[src/hdl/twen_pkg.sv]
// Shared types and character constants for the text whitespace/entity normalizer.
// No dependencies; imported by every module of the block.
package twen_pkg;

    localparam int RES_SLOTS = 5;

    localparam logic [7:0] CH_SPACE = 8'h20;
    localparam logic [7:0] CH_TAB   = 8'h09;
    localparam logic [7:0] CH_LF    = 8'h0A;
    localparam logic [7:0] CH_CR    = 8'h0D;
    localparam logic [7:0] CH_AMP   = 8'h26;
    localparam logic [7:0] CH_SEMI  = 8'h3B;
    localparam logic [7:0] CH_LESS  = 8'h3C;
    localparam logic [7:0] CH_GREAT = 8'h3E;
    localparam logic [7:0] CH_A     = 8'h61;
    localparam logic [7:0] CH_G     = 8'h67;
    localparam logic [7:0] CH_L     = 8'h6C;
    localparam logic [7:0] CH_M     = 8'h6D;
    localparam logic [7:0] CH_P     = 8'h70;
    localparam logic [7:0] CH_T     = 8'h74;

    // Result group released by one input byte.
    typedef struct packed {
        logic                          valid;  // at least one result to send, or a bare end marker
        logic [RES_SLOTS-1:0][7:0]     bytes;  // slot 0 goes out first
        logic [2:0]                    count;  // results in the group, 1..5
        logic                          bare;   // lone end marker, no byte
        logic                          eos;    // group closes the string
    } twen_res_t;

endpackage

[src/hdl/twen_step.sv]
// Per-byte normalizer step: state registers plus the combinational rules.
// Depends on twen_pkg.
module twen_step
    import twen_pkg::*;
(
    input  logic       aclk,
    input  logic       aresetn,
    input  logic       go_i,
    input  logic [7:0] char_i,
    input  logic       eos_i,
    output twen_res_t  res_o
);

    logic            run_reg, run_next;
    logic [2:0]      held_cnt_reg, held_cnt_next;
    logic [3:0][7:0] held_reg;

    logic [7:0] h1, h2, h3;
    logic       k1, k2, k3, k4, k_zero;
    logic       lt_pref, lt_full, gt_pref, gt_full, amp_pref, amp_full;
    logic       full, pref;
    logic       case_a, case_b, case_c, case_d, plain;
    logic       is_ws, is_amp, run_eff;
    logic       plain_emit, plain_hold;
    logic [7:0] ent_char, plain_char, x_char, tail;
    logic       xv, ampv;
    logic [2:0] a_cnt, cnt;

    always_comb begin
        h1     = held_reg[1];
        h2     = held_reg[2];
        h3     = held_reg[3];
        k_zero = (held_cnt_reg == 3'd0);
        k1     = (held_cnt_reg == 3'd1);
        k2     = (held_cnt_reg == 3'd2);
        k3     = (held_cnt_reg == 3'd3);
        k4     = (held_cnt_reg == 3'd4);

        lt_pref  = (k1 && char_i == CH_L) || (k2 && h1 == CH_L && char_i == CH_T);
        lt_full  = k3 && h1 == CH_L && h2 == CH_T && char_i == CH_SEMI;
        gt_pref  = (k1 && char_i == CH_G) || (k2 && h1 == CH_G && char_i == CH_T);
        gt_full  = k3 && h1 == CH_G && h2 == CH_T && char_i == CH_SEMI;
        amp_pref = (k1 && char_i == CH_A) || (k2 && h1 == CH_A && char_i == CH_M)
                || (k3 && h1 == CH_A && h2 == CH_M && char_i == CH_P);
        amp_full = k4 && h1 == CH_A && h2 == CH_M && h3 == CH_P && char_i == CH_SEMI;

        full = lt_full || gt_full || amp_full;
        pref = lt_pref || gt_pref || amp_pref;

        case_a = !k_zero && full;
        case_b = !k_zero && !full && pref;
        case_c = !k_zero && !full && !pref;
        case_d = k_zero;
        plain  = case_c || case_d;

        is_ws  = (char_i == CH_SPACE) || (char_i == CH_TAB)
              || (char_i == CH_LF) || (char_i == CH_CR);
        is_amp = (char_i == CH_AMP);
        // a flush of held bytes ends any space run
        run_eff = case_c ? 1'b0 : run_reg;

        plain_emit = plain && !is_amp && (!is_ws || !run_eff);
        plain_hold = plain && is_amp;
        plain_char = is_ws ? CH_SPACE : char_i;
        ent_char   = lt_full ? CH_LESS : (gt_full ? CH_GREAT : CH_AMP);

        // results: a_cnt held bytes, then at most one tail byte
        a_cnt = (case_c || (case_b && eos_i)) ? held_cnt_reg : 3'd0;
        xv    = case_a || plain_emit || (case_b && eos_i);
        x_char = case_a ? ent_char : (case_b ? char_i : plain_char);
        ampv  = plain_hold && eos_i;
        tail  = xv ? x_char : CH_AMP;
        cnt   = a_cnt + {2'b00, (xv || ampv)};

        res_o.bytes[0] = (a_cnt > 3'd0) ? held_reg[0] : tail;
        res_o.bytes[1] = (a_cnt > 3'd1) ? held_reg[1] : tail;
        res_o.bytes[2] = (a_cnt > 3'd2) ? held_reg[2] : tail;
        res_o.bytes[3] = (a_cnt > 3'd3) ? held_reg[3] : tail;
        res_o.bytes[4] = tail;
        res_o.bare     = eos_i && (cnt == 3'd0);
        res_o.count    = (cnt == 3'd0) ? 3'd1 : cnt;
        res_o.eos      = eos_i;
        res_o.valid    = (cnt != 3'd0) || eos_i;
    end

    always_comb begin
        run_next      = run_reg;
        held_cnt_next = held_cnt_reg;
        if (go_i) begin
            if (eos_i) begin
                run_next      = 1'b1;
                held_cnt_next = 3'd0;
            end else if (case_a) begin
                run_next      = 1'b0;
                held_cnt_next = 3'd0;
            end else if (case_b) begin
                held_cnt_next = held_cnt_reg + 3'd1;
            end else begin
                run_next      = is_ws ? 1'b1 : (is_amp ? run_eff : 1'b0);
                held_cnt_next = is_amp ? 3'd1 : 3'd0;
            end
        end
    end

    always_ff @(posedge aclk) begin
        if (!aresetn) begin
            run_reg      <= 1'b1;
            held_cnt_reg <= 3'd0;
        end else begin
            run_reg      <= run_next;
            held_cnt_reg <= held_cnt_next;
        end
    end

    always_ff @(posedge aclk) begin
        if (go_i && case_b) begin
            held_reg[held_cnt_reg[1:0]] <= char_i;
        end else if (go_i && plain_hold) begin
            held_reg[0] <= CH_AMP;
        end
    end

    a_held_range: assert property (@(posedge aclk) disable iff (!aresetn)
        held_cnt_reg <= 3'd4)
        else $error("held count out of range");

    a_held_amp: assert property (@(posedge aclk) disable iff (!aresetn)
        held_cnt_reg != 3'd0 |-> held_reg[0] == CH_AMP)
        else $error("held entity does not start with ampersand");

    a_res_count: assert property (@(posedge aclk) disable iff (!aresetn)
        go_i && res_o.valid |-> res_o.count != 3'd0 && res_o.count <= 3'(RES_SLOTS))
        else $error("result group count out of range");

endmodule

[src/hdl/twen_emit.sv]
// Result buffer: holds one result group and sends it out one transfer per slot.
// Depends on twen_pkg.
module twen_emit
    import twen_pkg::*;
(
    input  logic       aclk,
    input  logic       aresetn,
    input  logic       load_i,
    input  twen_res_t  res_i,
    output logic       can_load_o,
    output logic       m_tvalid,
    input  logic       m_tready,
    output logic [7:0] m_tdata,   // [7:0] out_char
    output logic       m_tuser,   // [0] char_valid
    output logic       m_tlast
);

    logic       vld_reg, vld_next;
    logic [2:0] idx_reg, idx_next;
    twen_res_t  res_reg;
    logic       last_slot;

    assign last_slot  = (idx_reg == res_reg.count - 3'd1);
    assign can_load_o = !vld_reg || (m_tready && last_slot);

    always_comb begin
        vld_next = vld_reg;
        idx_next = idx_reg;
        if (vld_reg && m_tready) begin
            if (last_slot) begin
                vld_next = 1'b0;
            end else begin
                idx_next = idx_reg + 3'd1;
            end
        end
        if (load_i) begin
            vld_next = 1'b1;
            idx_next = 3'd0;
        end
    end

    always_ff @(posedge aclk) begin
        if (!aresetn) begin
            vld_reg <= 1'b0;
            idx_reg <= 3'd0;
        end else begin
            vld_reg <= vld_next;
            idx_reg <= idx_next;
        end
    end

    always_ff @(posedge aclk) begin
        if (load_i) begin
            res_reg <= res_i;
        end
    end

    assign m_tvalid = vld_reg;
    assign m_tdata  = res_reg.bare ? 8'h00 : res_reg.bytes[idx_reg];
    assign m_tuser  = !res_reg.bare;
    assign m_tlast  = res_reg.eos && last_slot;

    a_idx_range: assert property (@(posedge aclk) disable iff (!aresetn)
        vld_reg |-> idx_reg < res_reg.count)
        else $error("slot index beyond result count");

    a_load_ok: assert property (@(posedge aclk) disable iff (!aresetn)
        load_i |-> can_load_o)
        else $error("result group loaded over a pending one");

    a_bare_single: assert property (@(posedge aclk) disable iff (!aresetn)
        vld_reg && res_reg.bare |-> res_reg.count == 3'd1 && res_reg.eos)
        else $error("bare end marker in a multi-result group");

endmodule

[src/hdl/text_whitespace_entity_normalizer.sv]
// Top level of the text whitespace/entity normalizer.
// Depends on twen_pkg, twen_step and twen_emit.
//
// One text byte enters per transfer on the s_ side (tlast marks the final
// byte of a string); normalized bytes leave on the m_ side. Leading
// whitespace is dropped, each later whitespace run becomes one space, and
// "&lt;", "&gt;", "&amp;" decode to '<', '>', '&'; an unmatched '&' and the
// bytes held behind it go out literally. A byte enters an input register,
// is processed against the string state in one pass, and its result group
// (zero to five results) goes to a result buffer once it can take the group.
// The buffer sends one result per transfer, so the input runs at one byte
// per cycle while each byte releases at most one result and m_tready stays
// high; a group of several results (failed entity replay, end-of-string
// flush) holds the input until the single-slot buffer has sent it all.
// Output stalls on m_tready hold the input for as long as they last.
// The final result of each string carries m_tlast; if the final byte
// releases nothing, a bare marker with m_tuser low is sent instead.
module text_whitespace_entity_normalizer
    import twen_pkg::*;
(
    input  logic       aclk,
    input  logic       aresetn,
    input  logic       s_tvalid,
    output logic       s_tready,
    input  logic [7:0] s_tdata,   // [7:0] in_char
    input  logic       s_tlast,   // end_of_string
    output logic       m_tvalid,
    input  logic       m_tready,
    output logic [7:0] m_tdata,   // [7:0] out_char
    output logic       m_tuser,   // [0] char_valid
    output logic       m_tlast    // last
);

    logic       in_vld_reg, in_vld_next;
    logic [7:0] in_char_reg;
    logic       in_eos_reg;
    logic       can_load;
    logic       go;
    twen_res_t  res;

    // advance the held byte whenever the result buffer can take its group
    assign go       = in_vld_reg && can_load;
    assign s_tready = !in_vld_reg || go;

    always_comb begin
        in_vld_next = in_vld_reg;
        if (s_tvalid && s_tready) begin
            in_vld_next = 1'b1;
        end else if (go) begin
            in_vld_next = 1'b0;
        end
    end

    always_ff @(posedge aclk) begin
        if (!aresetn) begin
            in_vld_reg <= 1'b0;
        end else begin
            in_vld_reg <= in_vld_next;
        end
    end

    // payload of the input register needs no reset
    always_ff @(posedge aclk) begin
        if (s_tvalid && s_tready) begin
            in_char_reg <= s_tdata;
            in_eos_reg  <= s_tlast;
        end
    end

    twen_step u_step (
        .aclk    (aclk),
        .aresetn (aresetn),
        .go_i    (go),
        .char_i  (in_char_reg),
        .eos_i   (in_eos_reg),
        .res_o   (res)
    );

    // drop groups with no results unless they close the string; those reach the buffer as a bare end marker
    twen_emit u_emit (
        .aclk       (aclk),
        .aresetn    (aresetn),
        .load_i     (go && res.valid),
        .res_i      (res),
        .can_load_o (can_load),
        .m_tvalid   (m_tvalid),
        .m_tready   (m_tready),
        .m_tdata    (m_tdata),
        .m_tuser    (m_tuser),
        .m_tlast    (m_tlast)
    );

endmodule

[config.mk]
export PLATFORM = sky130hd
export DESIGN_NAME = text_whitespace_entity_normalizer
export DESIGN_NICKNAME = d
export VERILOG_FILES = /design/src/hdl/twen_pkg.sv /design/src/hdl/twen_step.sv /design/src/hdl/twen_emit.sv /design/src/hdl/text_whitespace_entity_normalizer.sv
export SDC_FILE = /design/constraint.sdc
export NUM_CORES = 1
export LEC_CHECK = 0
export BUFFER_PORTS_ARGS = -buffer_cell sky130_fd_sc_hd__buf_4
export CORE_MARGIN = 8
export CORE_UTILIZATION = 48
export CTS_CLUSTER_DIAMETER = 40
export DETAILED_ROUTE_END_ITERATION = 8
export HOLD_SLACK_MARGIN = 0.12
export PLACE_DENSITY = 0.68
export SYNTH_ARGS = -nofsm -noshare
export SYNTH_HDL_FRONTEND = slang
export SYNTH_SLANG_ARGS = --single-unit
[constraint.sdc]
create_clock -name aclk -period 4.9 [get_ports aclk]
set_input_delay 0.245 -clock aclk [delete_from_list [all_inputs] [get_ports aclk]]
set_output_delay 0.245 -clock aclk [all_outputs]
set_load 0.01 [all_outputs]
# Word level (Yosys, flattened, before mapping)
# Cells that the tools add are included.
[word_totals]
out_inout_bits = 12
mem_bits_ro = 0
latch_bits = 0
word_cells = 171
input_bits = 13
regBits = 95
mem_count = 0
ramBits = 0
[op_classes]
n_eq_ne = 24
mul = 0
div = 0
order_cmp = 7
n_bitwise = 2
n_mux = 34
n_addsub = 4
shifts = 0
n_reduce_logical = 81
[ops]
columns = ["operator", "n"]
rows = [
  ["$mux W8", 14],
  ["$eq A8 B7 Y1 const B", 12],
  ["$logic_and A1 B1 Y1", 41],
  ["$bwmux W32", 1],
  ["$bmux W8 S3", 1],
  ["$eq A8 B4 Y1 const B", 3],
  ["$eq A8 B6 Y1 const B", 3],
  ["$logic_or A1 B1 Y1", 20],
  ["$demux W8 S2", 1],
  ["$mux W1", 12],
  ["$mux W3", 4],
  ["$logic_not A1 Y1", 9],
  ["$reduce_bool A2 Y1", 4],
  ["$add A3 B1 Y3 const B", 2],
  ["$eq A3 B2 Y1 const B", 2],
  ["$gt A3 B1 Y1 const B", 2],
  ["$gt A3 B2 Y1 const B", 2],
  ["$logic_not A3 Y1", 2],
  ["$reduce_and A2 Y1", 3],
  ["$mux W5", 1],
  ["$lt A3 B4 Y1 const B", 1],
  ["$add A3 B1 Y3", 1],
  ["$eq A3 B1 Y1 const B", 1],
  ["$eq A3 B3 Y1", 1],
  ["other kinds (8)", 9],
]

# Longest topological paths before layout
# Gate-level depths: netlist (run 1).
[logic_depth]
ltp_word = 22
ltp_mapped = 15
ltp_nobuf = 14

# Hierarchy
# Synthesis (run 1) repeated with hierarchy kept, for this count alone.
[hier_totals]
hier_cells = 366
hier_area_um2 = 4884.7
[by_module_without_submodules]
columns = ["mod", "cells_per_inst", "instances", "seq_area_each_um2", "area_per_inst_um2"]
rows = [
  ["twen_step", 240, 1, 1041.0, 2534.9],
  ["twen_emit", 110, 1, 1431.4, 2006.9],
  ["text_whitespace_entity_normalizer", 16, 1, 290.3, 342.8],
]

# Worst setup path before layout (run 1)
# Ideal clock, no wire load.
[synth_timing]
path_kind = "register to register"
from = "register in_char_reg[0]"
to = "register u_emit.res_reg[0] (netlist bit) (enable)"
path_stages_with_launch = 14
arrival_ns = 4.778
t_required_ns = 4.453
n_path_buf = 1
path_slack_ns = -0.325
synth_period_minus_slack_ns = 5.225
setup_time_ns = 0.447
cell_sequence = "edfxtp_1 -> buf_2 -> or4b_1 -> a21o_1 -> a21oi_2 -> a211oi_1 -> a31oi_1 -> nand3_1 -> ha_1 -> ha_1 -> nor4_1 -> o21a_1 -> or2_2 -> nor2_1"
[synth_via]
elab_chain_len = 18
elab_cells_between_ends = 59
cone_classes = "add/sub: 1; eq/ne: 12; mux: 2; reduce/logical: 44"
[synth_lines]
columns = ["element", "line", "text"]
rows = [
  ["from (decl)", "text_whitespace_entity_normalizer.sv:35", "logic [7:0] in_char_reg;"],
  ["from (signal assigned)", "text_whitespace_entity_normalizer.sv:65", "in_char_reg <= s_tdata;"],
  ["$eq A8 B6 Y1 (tied with other cells)", "twen_step.sv:40, twen_step.sv:42, twen_step.sv:45", ""],
  ["$logic_and A1 B1 Y1, on equally long branches", "n/a", ""],
  ["$logic_or A1 B1 Y1, on equally long branches", "n/a", ""],
  ["$logic_or A1 B1 Y1, on equally long branches", "twen_step.sv:47, twen_step.sv:44, twen_step.sv:48", ""],
  ["$logic_not A1 Y1 / $logic_or A1 B1 Y1 (equally long branches)", "twen_step.sv:51, twen_step.sv:52, twen_step.sv:48", ""],
  ["$logic_and A1 B1 Y1 / $logic_not A1 Y1 (equally long branches)", "twen_step.sv:51, twen_step.sv:52", ""],
  ["$logic_and A1 B1 Y1", "twen_step.sv:52", "case_c = !k_zero && !full && !pref;"],
  ["$mux W1", "twen_step.sv:60", "run_eff = case_c ? 1'b0 : run_reg;"],
  ["(+3 left out)", "n/a", ""],
  ["$logic_or A1 B1 Y1 (2 in a row)", "twen_step.sv:69", "xv = case_a || plain_emit || (case_b && eos_i);"],
  ["$logic_or A1 B1 Y1", "twen_step.sv:73", "cnt = a_cnt + {2'b00, (xv || ampv)};"],
  ["$add A3 B1 Y3 (*)", "twen_step.sv:73", ""],
  ["via u_step.cnt[1]", "twen_step.sv:27", "logic [2:0] a_cnt, cnt;"],
  ["$reduce_bool A3 Y1 (*)", "twen_step.sv:83", "res_o.valid = (cnt != 3'd0) || eos_i;"],
  ["$logic_or A1 B1 Y1 (*)", "twen_step.sv:83", ""],
  ["$logic_and A1 B1 Y1 (*)", "text_whitespace_entity_normalizer.sv:83", ".load_i (go && res.valid),"],
  ["via u_emit.load_i", "twen_emit.sv:8", "input logic load_i,"],
  ["to (signal assigned)", "twen_emit.sv:54", "res_reg <= res_i;"],
  ["to (decl)", "twen_emit.sv:20", "twen_res_t res_reg;"],
]
# The timed path passes the listed nets; every way through them passes the cells marked *.
# A chain may end at the register's enable or synchronous reset.

# Final worst setup path (run 1)
[layout_timing]
from = "register in_char_reg[1]"
to = "register u_emit.res_reg[23] (netlist bit) (enable)"
# The elaborated chain is that of the path after synthesis.

==> results of run 1 <==
-- report_power, final --
| group | leakage [nW] | switching, mW | internal, mW | total [mW] |
|---|---|---|---|---|
| sequential | 0.863 | 0.0243 | 0.914 | 0.938 |
| combinational | 0.909 | 0.0482 | 0.0574 | 0.106 |
| clock | 0.0760 | 0.272 | 0.186 | 0.458 |
-- routing by layer --
layer | track usage [%] | part of all wire, % | up-vias
li1 | - | - | 1422
met1 | 22.4 | 48 | 1422
met2 | 23.3 | 44 | 101
met3 | 2.66 | 5.8 | 21
met4 | 7.52 | 2.9 | 0
met5 | 0 | 0 | -
-- per-stage QoR --
stage | cell area, um2 | setup WS (ps) | std cells | utilization (%) | hold WS, ps
global route | 5360 | 238 | 520 | 55.1 | 157
CTS | 5360 | 484 | 520 | 55.1 | 145
detailed placement | 5100 | 501 | 495 | 52.4 | 424
global placement | 5100 | 563 | 495 | 52.4 | 423
finish | 5360 | 434 | 520 | 55.1 | 158
floorplan | 4800 | 425 | 351 | - | 344
-- final timing paths --
check                                               from                      endpoint  slack, ps  cells past startpoint
worst min-delay path                            s_tvalid       in_vld_reg$_SDFFE_PN0P_        160                      3
worst max register to register  in_char_reg[1]$_DFFE_PP_  u_emit.res_reg[23]$_DFFE_PP_        430                     13
worst max-delay path            in_char_reg[1]$_DFFE_PP_  u_emit.res_reg[23]$_DFFE_PP_        430                     13
worst min register to register   in_vld_reg$_SDFFE_PN0P_  u_emit.m_tvalid$_SDFFE_PN0P_        510                      2
-- worst max-delay path, delay by kind of cell (launching register included) --
kind	cells	cell delay [ps]
simple gates	7	1960
compound gates	3	890
buf+inv	1	190
fa+ha+maj	2	530
flops	1	600
-- layout make-up --
class	instances	share of cell area, %
flip-flops and latches	95	51.5
well taps	133	3.10
inverters	8	0.560
clock inverters	5	0.677
multi-input cells	231	35.8
repair buffers	37	5.84
clock buffers	11	2.45
-- logic make-up after synthesis --
| kind of cell | synth area share [%] |
|---|---|
| flip-flops | 57.6 |
| buffers and inverters | 2.56 |
| adder cells (fa/ha/maj) | 2.35 |
| multiplexers | 13.7 |
| AO/OA/AOI/OAI | 8.08 |
| AND/OR/NAND/NOR | 14.4 |
| XOR/XNOR | 1.28 |
-- cells in the final DEF (no fill, tap or decap), types with 5 or more instances in the layout --
| cell type | synthesis | routed |
|---|---|---|
| edfxtp_1 | 86 | 86 |
| buf_4 | 2 | 27 |
| mux2_2 | 25 | 25 |
| nor2_1 | 22 | 21 |
| nand2_1 | 18 | 18 |
| nand2b_1 | 9 | 9 |
| ha_1 | 9 | 9 |
| clkbuf_8 | 0 | 9 |
| dlygate4sd3_1 | 0 | 9 |
| dfxtp_1 | 9 | 9 |
| mux4_2 | 8 | 8 |
| a22oi_1 | 8 | 8 |
| mux2i_1 | 8 | 8 |
| nand3_1 | 7 | 7 |
| inv_1 | 7 | 7 |
| a21oi_1 | 7 | 7 |
| mux2_4 | 7 | 7 |
| nor3_1 | 6 | 6 |
| nor4_1 | 6 | 6 |
| xnor2_1 | 5 | 5 |
| o21ai_0 | 5 | 5 |
-- repair_timing --
action                                  CTS  global route
hold buffers                              9             0
endpoints found under the hold margin     9             0
endpoints found under the setup margin    0             0
gates resized for setup                   0             0
buffers inserted                          0             0
==> flow_metrics.py, run 1 <==
metrics = {
    "worst_setup_path": {
        "cp-start-kind": "flip-flop",
        "max_stage_delay_ps": 640,
        "worstPathRequired_ps": 4990,
        "critPathArrivalTime_ps": 4560,
        "end_kind": "flip-flop",
        "worst-setup-path-type": "reg -> reg",
        "worstPathMaxFanout": 45,
        "cpMaxStageDelayCell": "or4b_2",
        "crit_chain": "nand2b_1 -> or4bb_1 -> a31oi_1 -> o21bai_1 -> a31oi_1 -> nand3_1 -> ha_1 -> ha_1 -> or4b_2 -> nor3_1 -> or2_2 -> nor2_4 -> buf_12",
    },
    "sta": {
        "rsz0062_at_grt": "false",
        "hold_viol": 0,
        "worst_pin_slew_ps": 1150,
        "fin_crit_ps": 4470,
        "setup_viol": 0,
        "max_slew_margin_pct": 22.9,
        "clock-skew-final_ps": 11.4,
        "setup-tns-final_ps": 0,
        "final_max_slew_viol_count": 0,
        "fin_crit_sh_pct": 91.2,
        "max_freq_mhz": 224,
    },
    "synth": {
        "synthFlopType": "edfxtp_1",
        "synthTopCellsByCount": "86 x edfxtp_1, 25 x mux2_2, 22 x nor2_1",
        "synth-edff-count": 86,
        "synth_largest_area_cell": "edfxtp_1",
        "netlist_top_cells_area": "edfxtp_1 54%, mux2_2 5.9%, dfxtp_1 3.8%",
        "syn-cell-area_um2": 4800,
        "ys_async_sr_fraction_pct": 0,
        "synthDistinctLibCells": 67,
        "syn_nets": 373,
        "synth_top_area_share_pct": 53.8,
        "synth.most_common_cell": "edfxtp_1",
        "ys_seq_area_share_pct": 57.6,
        "ys_warn_count": 0,
        "ys_ff_latch": 95,
        "synth_area_per_cell_um2": 13.7,
        "synthCells": 351,
    },
    "routing": {
        "antenna_left": 0,
        "vias": 2966,
        "via_per_inst": 5.70,
        "wl_per_cell_um": 19.7,
        "firstDrtPassIters": 5,
        "drc": 0,
        "drt-initial-drc-count": 271,
        "routed_wl_um": 10200,
    },
    "die": {
        "core-area_um2": 9730,
        "io_pins": 25,
        "rows": 36,
        "die_h_um": 116,
        "initial_core_util_pct": 49.3,
        "die_x_um": 116,
        "dieArea_um2": 13500,
    },
    "clocking": {
        "cts_num_sinks": 95,
        "numCtsBuffers": 9,
        "root_buffer": "clkbuf_8",
        "clk_pin_slew_ps": 90,
        "cts_htree_levels": 3,
        "worstSkewPairLatency_ps": 360,
        "tritoncts": "done",
        "clock_path_buffers": 2,
    },
    "grt": {
        "grt_pass1_vias": 2900,
        "grt_pass1_wl_um": 16200,
        "grt_overflow_total": 0,
        "grt_max_degree": 46,
        "antenna_found_initial": 0,
        "grtUsageTotal_pct": 15.9,
    },
    "final_layout": {
        "area_growth_pct": 11.7,
        "seqCellArea_um2": 2760,
        "largest_reg_flops": 45,
        "drive_gt1_share_pct": 25.1,
        "multi_input_area_um2": 1920,
        "antenna_cells": 0,
        "fin_nets": 404,
        "num-fill-cells": 801,
    },
    "flow_run": {
        "maxCapViolCount": 0,
    },
    "min_path": {
        "hp-class": "in -> reg",
    },
    "placement": {
        "io_buffers": 24,
        "dp_hpwl_um": 7480,
        "place_congestion": 0.947,
    },
    "pwr": {
        "irDropWorstVdd_uv": 140,
        "p_leak_nw": 1.85,
        "power_density_nw_per_um2": 280,
        "p_total_mw": 1.50,
    },
    "run_status": {
        "run_status": "finished clean",
    },
}
Power figures use the tool's default switching activity.
==> run 2: changes to the inputs <==
--- a/config.mk
+++ b/config.mk
@@ -5,13 +5,14 @@
 export SDC_FILE = /design/constraint.sdc
 export NUM_CORES = 1
 export LEC_CHECK = 0
+export ABC_AREA = 1
 export BUFFER_PORTS_ARGS = -buffer_cell sky130_fd_sc_hd__buf_4
 export CORE_MARGIN = 8
 export CORE_UTILIZATION = 48
 export CTS_CLUSTER_DIAMETER = 40
 export DETAILED_ROUTE_END_ITERATION = 8
 export HOLD_SLACK_MARGIN = 0.12
-export PLACE_DENSITY = 0.68
+export PLACE_DENSITY = 0.67
 export SYNTH_ARGS = -nofsm -noshare
 export SYNTH_HDL_FRONTEND = slang
 export SYNTH_SLANG_ARGS = --single-unit
==> run 2 against run 1 <==
Synthesized cell count rose by 57%. Cell area rose by 3.5%. Critical path depth rose by 6. Die area rose by 3.1%. Final cell count rose by 39%. Register-to-register slack improved by 700 ps. Maximum frequency rose by 19%. Critical path type unchanged. Largest cell class unchanged.
==> flow_metrics.py, run 2 <==
metrics = {
    "run_status": {
        "run_status": "finished clean",
    },
    "synth": {
        "synthFlopType": "edfxtp_1",
        "synth-edff-count": 86,
        "ys_warn_count": 0,
        "synth_top_area_share_pct": 51.9,
        "synth_largest_area_cell": "edfxtp_1",
        "netlist_top_cells_area": "edfxtp_1 52%, nand2_1 9.4%, nor2_1 6.0%",
        "syn-cell-area_um2": 4970,
        "synthCells": 551,
        "synthDistinctLibCells": 40,
        "ys_ff_latch": 95,
        "ys_seq_area_share_pct": 55.6,
        "syn_nets": 573,
        "synthTopCellsByCount": "125 x nand2_1, 86 x edfxtp_1, 80 x nor2_1",
        "ys_async_sr_fraction_pct": 0,
        "synth.most_common_cell": "nand2_1",
        "synth_area_per_cell_um2": 9.02,
    },
    "final_layout": {
        "stdcell_count": 723,
        "final_cell_mix": "125 x nand2_1, 86 x edfxtp_1, 80 x nor2_1, 63 x inv_1, 32 x nand3_1",
        "drive_gt1_share_pct": 12.8,
        "largest_reg_flops": 45,
        "area_growth_pct": 11.6,
        "final_common_cell": "nand2_1",
        "fin_nets": 604,
        "antenna_cells": 0,
        "final_util_pct": 54.5,
    },
    "grt": {
        "grt_max_degree": 46,
        "grt_pass1_wl_um": 19100,
        "grtUsageTotal_pct": 17.2,
        "antenna_found_initial": 0,
        "grt_pass1_vias": 3657,
        "grt_overflow_total": 0,
    },
    "sta": {
        "hold_viol": 0,
        "setup-tns-final_ps": 0,
        "worst_pin_slew_ps": 793,
        "max_slew_margin_pct": 47.1,
        "clock-skew-final_ps": 11.0,
        "fin_crit_ps": 3770,
        "fin_crit_sh_pct": 76.9,
        "final_max_slew_viol_count": 0,
        "setup_viol": 0,
        "max_freq_mhz": 265,
        "rsz0062_at_grt": "false",
    },
    "pwr": {
        "seqPwrFrac_pct": 60.0,
        "combPwrFrac_pct": 7.1,
        "p_leak_nw": 2.30,
        "netSwitchingFraction_pct": 23.4,
        "p_clk_share_pct": 32.8,
        "irDropWorstVdd_uv": 142,
        "power_density_nw_per_um2": 281,
        "p_int_mw": 1.19,
        "p_sw_mw": 0.364,
    },
    "flow_run": {
        "maxCapViolCount": 0,
    },
    "routing": {
        "drc": 0,
        "vias": 3791,
        "wl_per_cell_um": 15.8,
        "drt-initial-drc-count": 396,
        "via_per_inst": 5.24,
        "routed_wl_um": 11400,
        "firstDrtPassIters": 5,
        "antenna_left": 0,
    },
    "min_path": {
        "holdPathEnd": "in_vld_reg$_SDFFE_PN0P_",
        "hold_depth": 3,
        "hp-class": "in -> reg",
        "hold_start": "s_tvalid",
    },
    "worst_setup_path": {
        "critPathArrivalTime_ps": 3770,
        "end_kind": "flip-flop",
        "r2r_setup_slack_ps": 1130,
        "ff2ff_path_depth": 19,
        "cp-start-kind": "flip-flop",
        "worstPathMaxFanout": 45,
        "worst-setup-path-type": "reg -> reg",
        "r2r-end": "u_emit.res_reg[20]$_DFFE_PP_",
        "r2r_start": "u_step.held_cnt_reg[0]$_SDFFE_PN0P_",
        "worstPathRequired_ps": 4900,
    },
    "die": {
        "rows": 37,
        "initial_core_util_pct": 48.8,
        "die_h_um": 118,
        "core-area_um2": 10200,
        "die_x_um": 118,
        "io_pins": 25,
        "dieArea_um2": 13900,
    },
    "clocking": {
        "cts_num_sinks": 95,
        "tritoncts": "done",
        "numCtsBuffers": 9,
        "postCtsSetupBuffers": 0,
        "root_buffer": "clkbuf_8",
        "clk_pin_slew_ps": 100,
        "cts_htree_levels": 3,
        "worstSkewPairLatency_ps": 370,
        "post_cts_resized": 0,
        "clock_path_buffers": 2,
    },
    "placement": {
        "dp.cells": 697,
        "place_congestion": 0.934,
        "dp_hpwl_um": 8660,
        "io_buffers": 24,
    },
}
[run 2: changes by cell type after synthesis, sizes merged, moves of 7 or more]
cell	before	now
nand3	7	34
nand2b	9	0
nor2	22	85
o32ai	0	8
mux4	8	0
o21ai	5	37
a22oi	8	1
inv	7	75
mux2i	8	1
mux2	33	0
nand2	18	135
[run 2: routing by layer]
metal	GRT usage, %	up-vias	routed length [um]
met5	0	-	0
met2	27.4	118	5280
met4	6.49	0	147
met3	3.21	14	680
met1	23.0	1747	5310
li1	-	1912	-
[run 2: cells by family after synthesis]
group / count (synthesis) / share of synthesized area [%]
AND/OR/NAND/NOR: 277 / 24.5
flip-flops: 95 / 55.6
buffers and inverters: 90 / 7.22
AO/OA/AOI/OAI: 74 / 9.36
adder cells (fa/ha/maj): 9 / 2.26
XOR/XNOR: 5 / 0.881
multiplexers: 1 / 0.201
[run 2: timing repair]
action                                 4_1_cts  5_1_grt
endpoints found under the hold margin       10        0
hold buffers                                10        0
setup endpoints to repair                    0        0
[run 2: worst max-delay path by stage]
| stage | startpoint | depth (start not counted) | endpoint | slack, ps |
|---|---|---|---|---|
| finish | u_step.held_cnt_reg[0]$_SDFFE_PN0P_ | 19 | u_emit.res_reg[20]$_DFFE_PP_ | 1130 |
| global route | u_step.held_cnt_reg[0]$_SDFFE_PN0P_ | 19 | u_emit.res_reg[20]$_DFFE_PP_ | 700 |
| CTS | u_step.held_cnt_reg[0]$_SDFFE_PN0P_ | 19 | u_emit.res_reg[18]$_DFFE_PP_ | 1180 |
| detailed placement | u_step.held_cnt_reg[0]$_SDFFE_PN0P_ | 19 | u_emit.res_reg[44]$_DFFE_PP_ | 1190 |
| global placement | u_step.held_cnt_reg[0]$_SDFFE_PN0P_ | 19 | u_emit.res_reg[44]$_DFFE_PP_ | 1370 |
| floorplan | u_step.held_cnt_reg[0]$_SDFFE_PN0P_ | 19 | u_emit.res_reg[0]$_DFFE_PP_ | 1240 |
[run 2: area by class of cell]
cell class	count	area [um2]
Clock buffer	9	124
Tap cell	136	170
Inverter	75	284
Timing Repair Buffer	35	288
Fill cell	934	4630
Clock inverter	7	71.3
Multi-Input combinational cell	366	1850
Sequential cell	95	2760
[run 2: power by group through the flow]
stage          combinational (mW)  sequential (mW)  clock (mW)
6_report                    0.111            0.936       0.512
2_1_floorplan              0.0700            0.944           0
4_1_cts                     0.111            0.936       0.519
3_5_place_dp                0.105            0.954           0
5_1_grt                     0.125            0.939       0.549
3_3_place_gp                0.104            0.954           0
[run 2: through the flow]
stage	total power [mW]	setup slack, ps	area, um2	hold WS (ps)
floorplan	1.01	1240	4970	344
global placement	1.06	1370	5260	423
detailed placement	1.06	1190	5260	424
CTS	1.57	1180	5550	154
global route	1.61	697	5550	189
finish	1.56	1130	5550	160
[run 2: worst max-delay path, stage by stage, from the launching register on]
cell     delay, ps
dfxtp_1        370
inv_1          170
ha_1           440
inv_1          230
nor2_1         210
inv_1          120
nand3_2        130
nor2_1          50
nor2_1          80
nor2_1          60
o21ai_2        110
nand3_1        100
ha_1           200
ha_1           210
inv_1           60
nand3_1        110
nand4_1        160
nand2_2         80
inv_1           60
buf_4          430
==> run 3: changes to the inputs <==
==> constraint.sdc (replaced) <==
create_clock -name aclk -period 3.4 [get_ports aclk]
set_input_delay 0.17 -clock aclk [delete_from_list [all_inputs] [get_ports aclk]]
set_output_delay 0.17 -clock aclk [all_outputs]
set_load 0.01 [all_outputs]
==> run 3 against run 2 <==
Non-clock buffer count up 50. Combinational power rose by 97%. Global-route usage increased by 0.26 points. Via count rose by 4.4%. Sequential share of layout area decreased by 4.6 points. Count of clock-buffer cells in the layout did not move.
==> flow_metrics.py, run 3 (same netlist as run 2, synthesis figures left out) <==
metrics = {
    "worst_setup_path": {
        "worst-setup-path-type": "reg -> reg",
        "critPathArrivalTime_ps": 3370,
        "worstPathMaxFanout": 6,
        "cp-start-kind": "flip-flop",
        "worstPathRequired_ps": 3530,
        "r2r_start": "in_char_reg[4]$_DFFE_PP_",
        "ff2ff_path_depth": 15,
        "end_kind": "flip-flop",
        "cp-startpoint": "in_char_reg[4]$_DFFE_PP_",
    },
    "sta": {
        "final_max_slew_viol_count": 0,
        "hold_slack_ps": 286,
        "max_freq_mhz": 308,
        "worst_pin_slew_ps": 525,
        "max_slew_margin_pct": 64.9,
        "hold_viol": 0,
        "fin_crit_ps": 3240,
        "setup_viol": 0,
        "clock-skew-final_ps": 10.0,
        "fin_crit_sh_pct": 95.4,
    },
    "placement": {
        "dp_hpwl_um": 9010,
        "place_congestion": 0.958,
        "io_buffers": 24,
        "placed_area_um2": 5380,
    },
    "final_layout": {
        "drive_gt1_share_pct": 24.2,
        "antenna_cells": 0,
        "final_cell_mix": "121 x nand2_1, 86 x edfxtp_1, 73 x nor2_1, 67 x buf_4, 56 x inv_1",
        "fin_area_um2": 6140,
        "largest_reg_flops": 45,
        "final_common_cell": "nand2_1",
        "area_growth_pct": 23.5,
        "fin_nets": 654,
    },
    "clocking": {
        "worstSkewPairLatency_ps": 360,
        "cts_htree_levels": 3,
        "clk_pin_slew_ps": 90,
        "tritoncts": "done",
        "cts_num_sinks": 95,
        "root_buffer": "clkbuf_8",
        "numCtsBuffers": 9,
        "clock_path_buffers": 2,
    },
    "routing": {
        "wl_per_cell_um": 16.1,
        "vias": 3959,
        "drc": 0,
        "firstDrtPassIters": 5,
        "via_per_inst": 5.13,
        "routed_wl_um": 12400,
        "antenna_left": 0,
        "drt-initial-drc-count": 337,
    },
    "grt": {
        "grt_util_met2_pct": 29.0,
        "busiest_layer": "met2",
        "grt_pass1_vias": 3721,
        "grt_util_met3_pct": 3.41,
        "antenna_found_initial": 0,
        "met1_usage_pct": 22.8,
        "grt_overflow_total": 0,
        "grt_pass1_wl_um": 19400,
        "grt_max_degree": 46,
        "grtUsageTotal_pct": 17.5,
    },
    "die": {
        "die_x_um": 118,
        "initial_core_util_pct": 48.8,
        "dieArea_um2": 13900,
        "rows": 37,
        "io_pins": 25,
        "core-area_um2": 10200,
        "die_h_um": 118,
    },
    "min_path": {
        "hp-class": "in -> reg",
        "hold_depth": 5,
        "hold_start": "m_tready",
    },
    "run_status": {
        "run_status": "finished clean",
    },
    "pwr": {
        "power_density_nw_per_um2": 376,
        "p_leak_nw": 2.57,
        "irDropWorstVdd_uv": 239,
    },
    "flow_run": {
        "maxCapViolCount": 0,
    },
}
-- run 3: cell count changes in the layout (fill, tap and decap cells not counted), moves of 3 or more --
cell / change
buf_6: +4
buf_4: +42
ha_4: +3
nand2_2: +4
nor2_1: -7
nor2_4: +5
inv_1: -7
dfxtp_1: -3
ha_1: -4
inv_2: +5
nand2_1: -4
-- run 3: layer usage --
layer,vias up,part of all wire (%)
met5,-,0
met4,0,1.4
met3,14,5.9
met2,136,48
met1,1801,44
li1,2008,-
-- run 3: layout make-up --
type	instances	area (um2)
fill	867	4050
sequential	95	2770
multi-input combinational	366	1980
timing repair buffer	85	728
inverter	75	290
tap	136	170
clock buffer	9	124
clock inverter	6	70.1
-- run 3: report_power, final --
part	leakage [nW]	internal [mW]	switching, mW
registers	0.891	1.32	0.0209
clock network	0.0936	0.342	0.407
logic	1.58	0.0978	0.122
total	2.57	1.76	0.549
-- run 3: what timing repair did --
| item | CTS | global route |
|---|---|---|
| hold endpoints to repair | 14 | 0 |
| setup buffers | 0 | 29 |
| endpoints found under the setup margin | 0 | 45 |
| gates resized for setup | 0 | 42 |
| hold buffers | 11 | 0 |
-- run 3: per-stage QoR --
stage          util (%)  total power, mW  setup TNS (ps)  setup slack [ps]  instances
2_1_floorplan         -             1.46               0              8.69        551
3_3_place_gp       52.9             1.53               0              54.5        712
3_5_place_dp       52.9             1.53               0              25.4        712
4_1_cts            55.8             2.28               0              6.01        738
5_1_grt            60.3             2.39            -186             -14.5        772
6_report           60.3             2.31               0               158        772
-- run 3: worst paths after layout --
path | endpoint | slack, ps
hold / removal | u_emit.idx_reg[0]$_SDFFE_PP0P_ | 290
setup / recovery | u_emit.res_reg[5]$_DFFE_PP_ | 160
hold reg to reg | u_step.run_reg$_SDFFE_PN1P_ | 530
setup reg to reg | u_emit.res_reg[5]$_DFFE_PP_ | 160
-- run 3: critical path: stages, from the launching register on --
cell and delay, ps:
edfxtp_1 460, buf_4 190, nor4_4 340, buf_4 170
nand2_2 70, nand2_4 100, o21ai_1 110, o21ai_2 200
nand3_1 100, ha_1 220, ha_4 230, nor2_2 100
nand4_1 120, nand2_2 110, clkinvlp_4 240, clkbuf_16 250
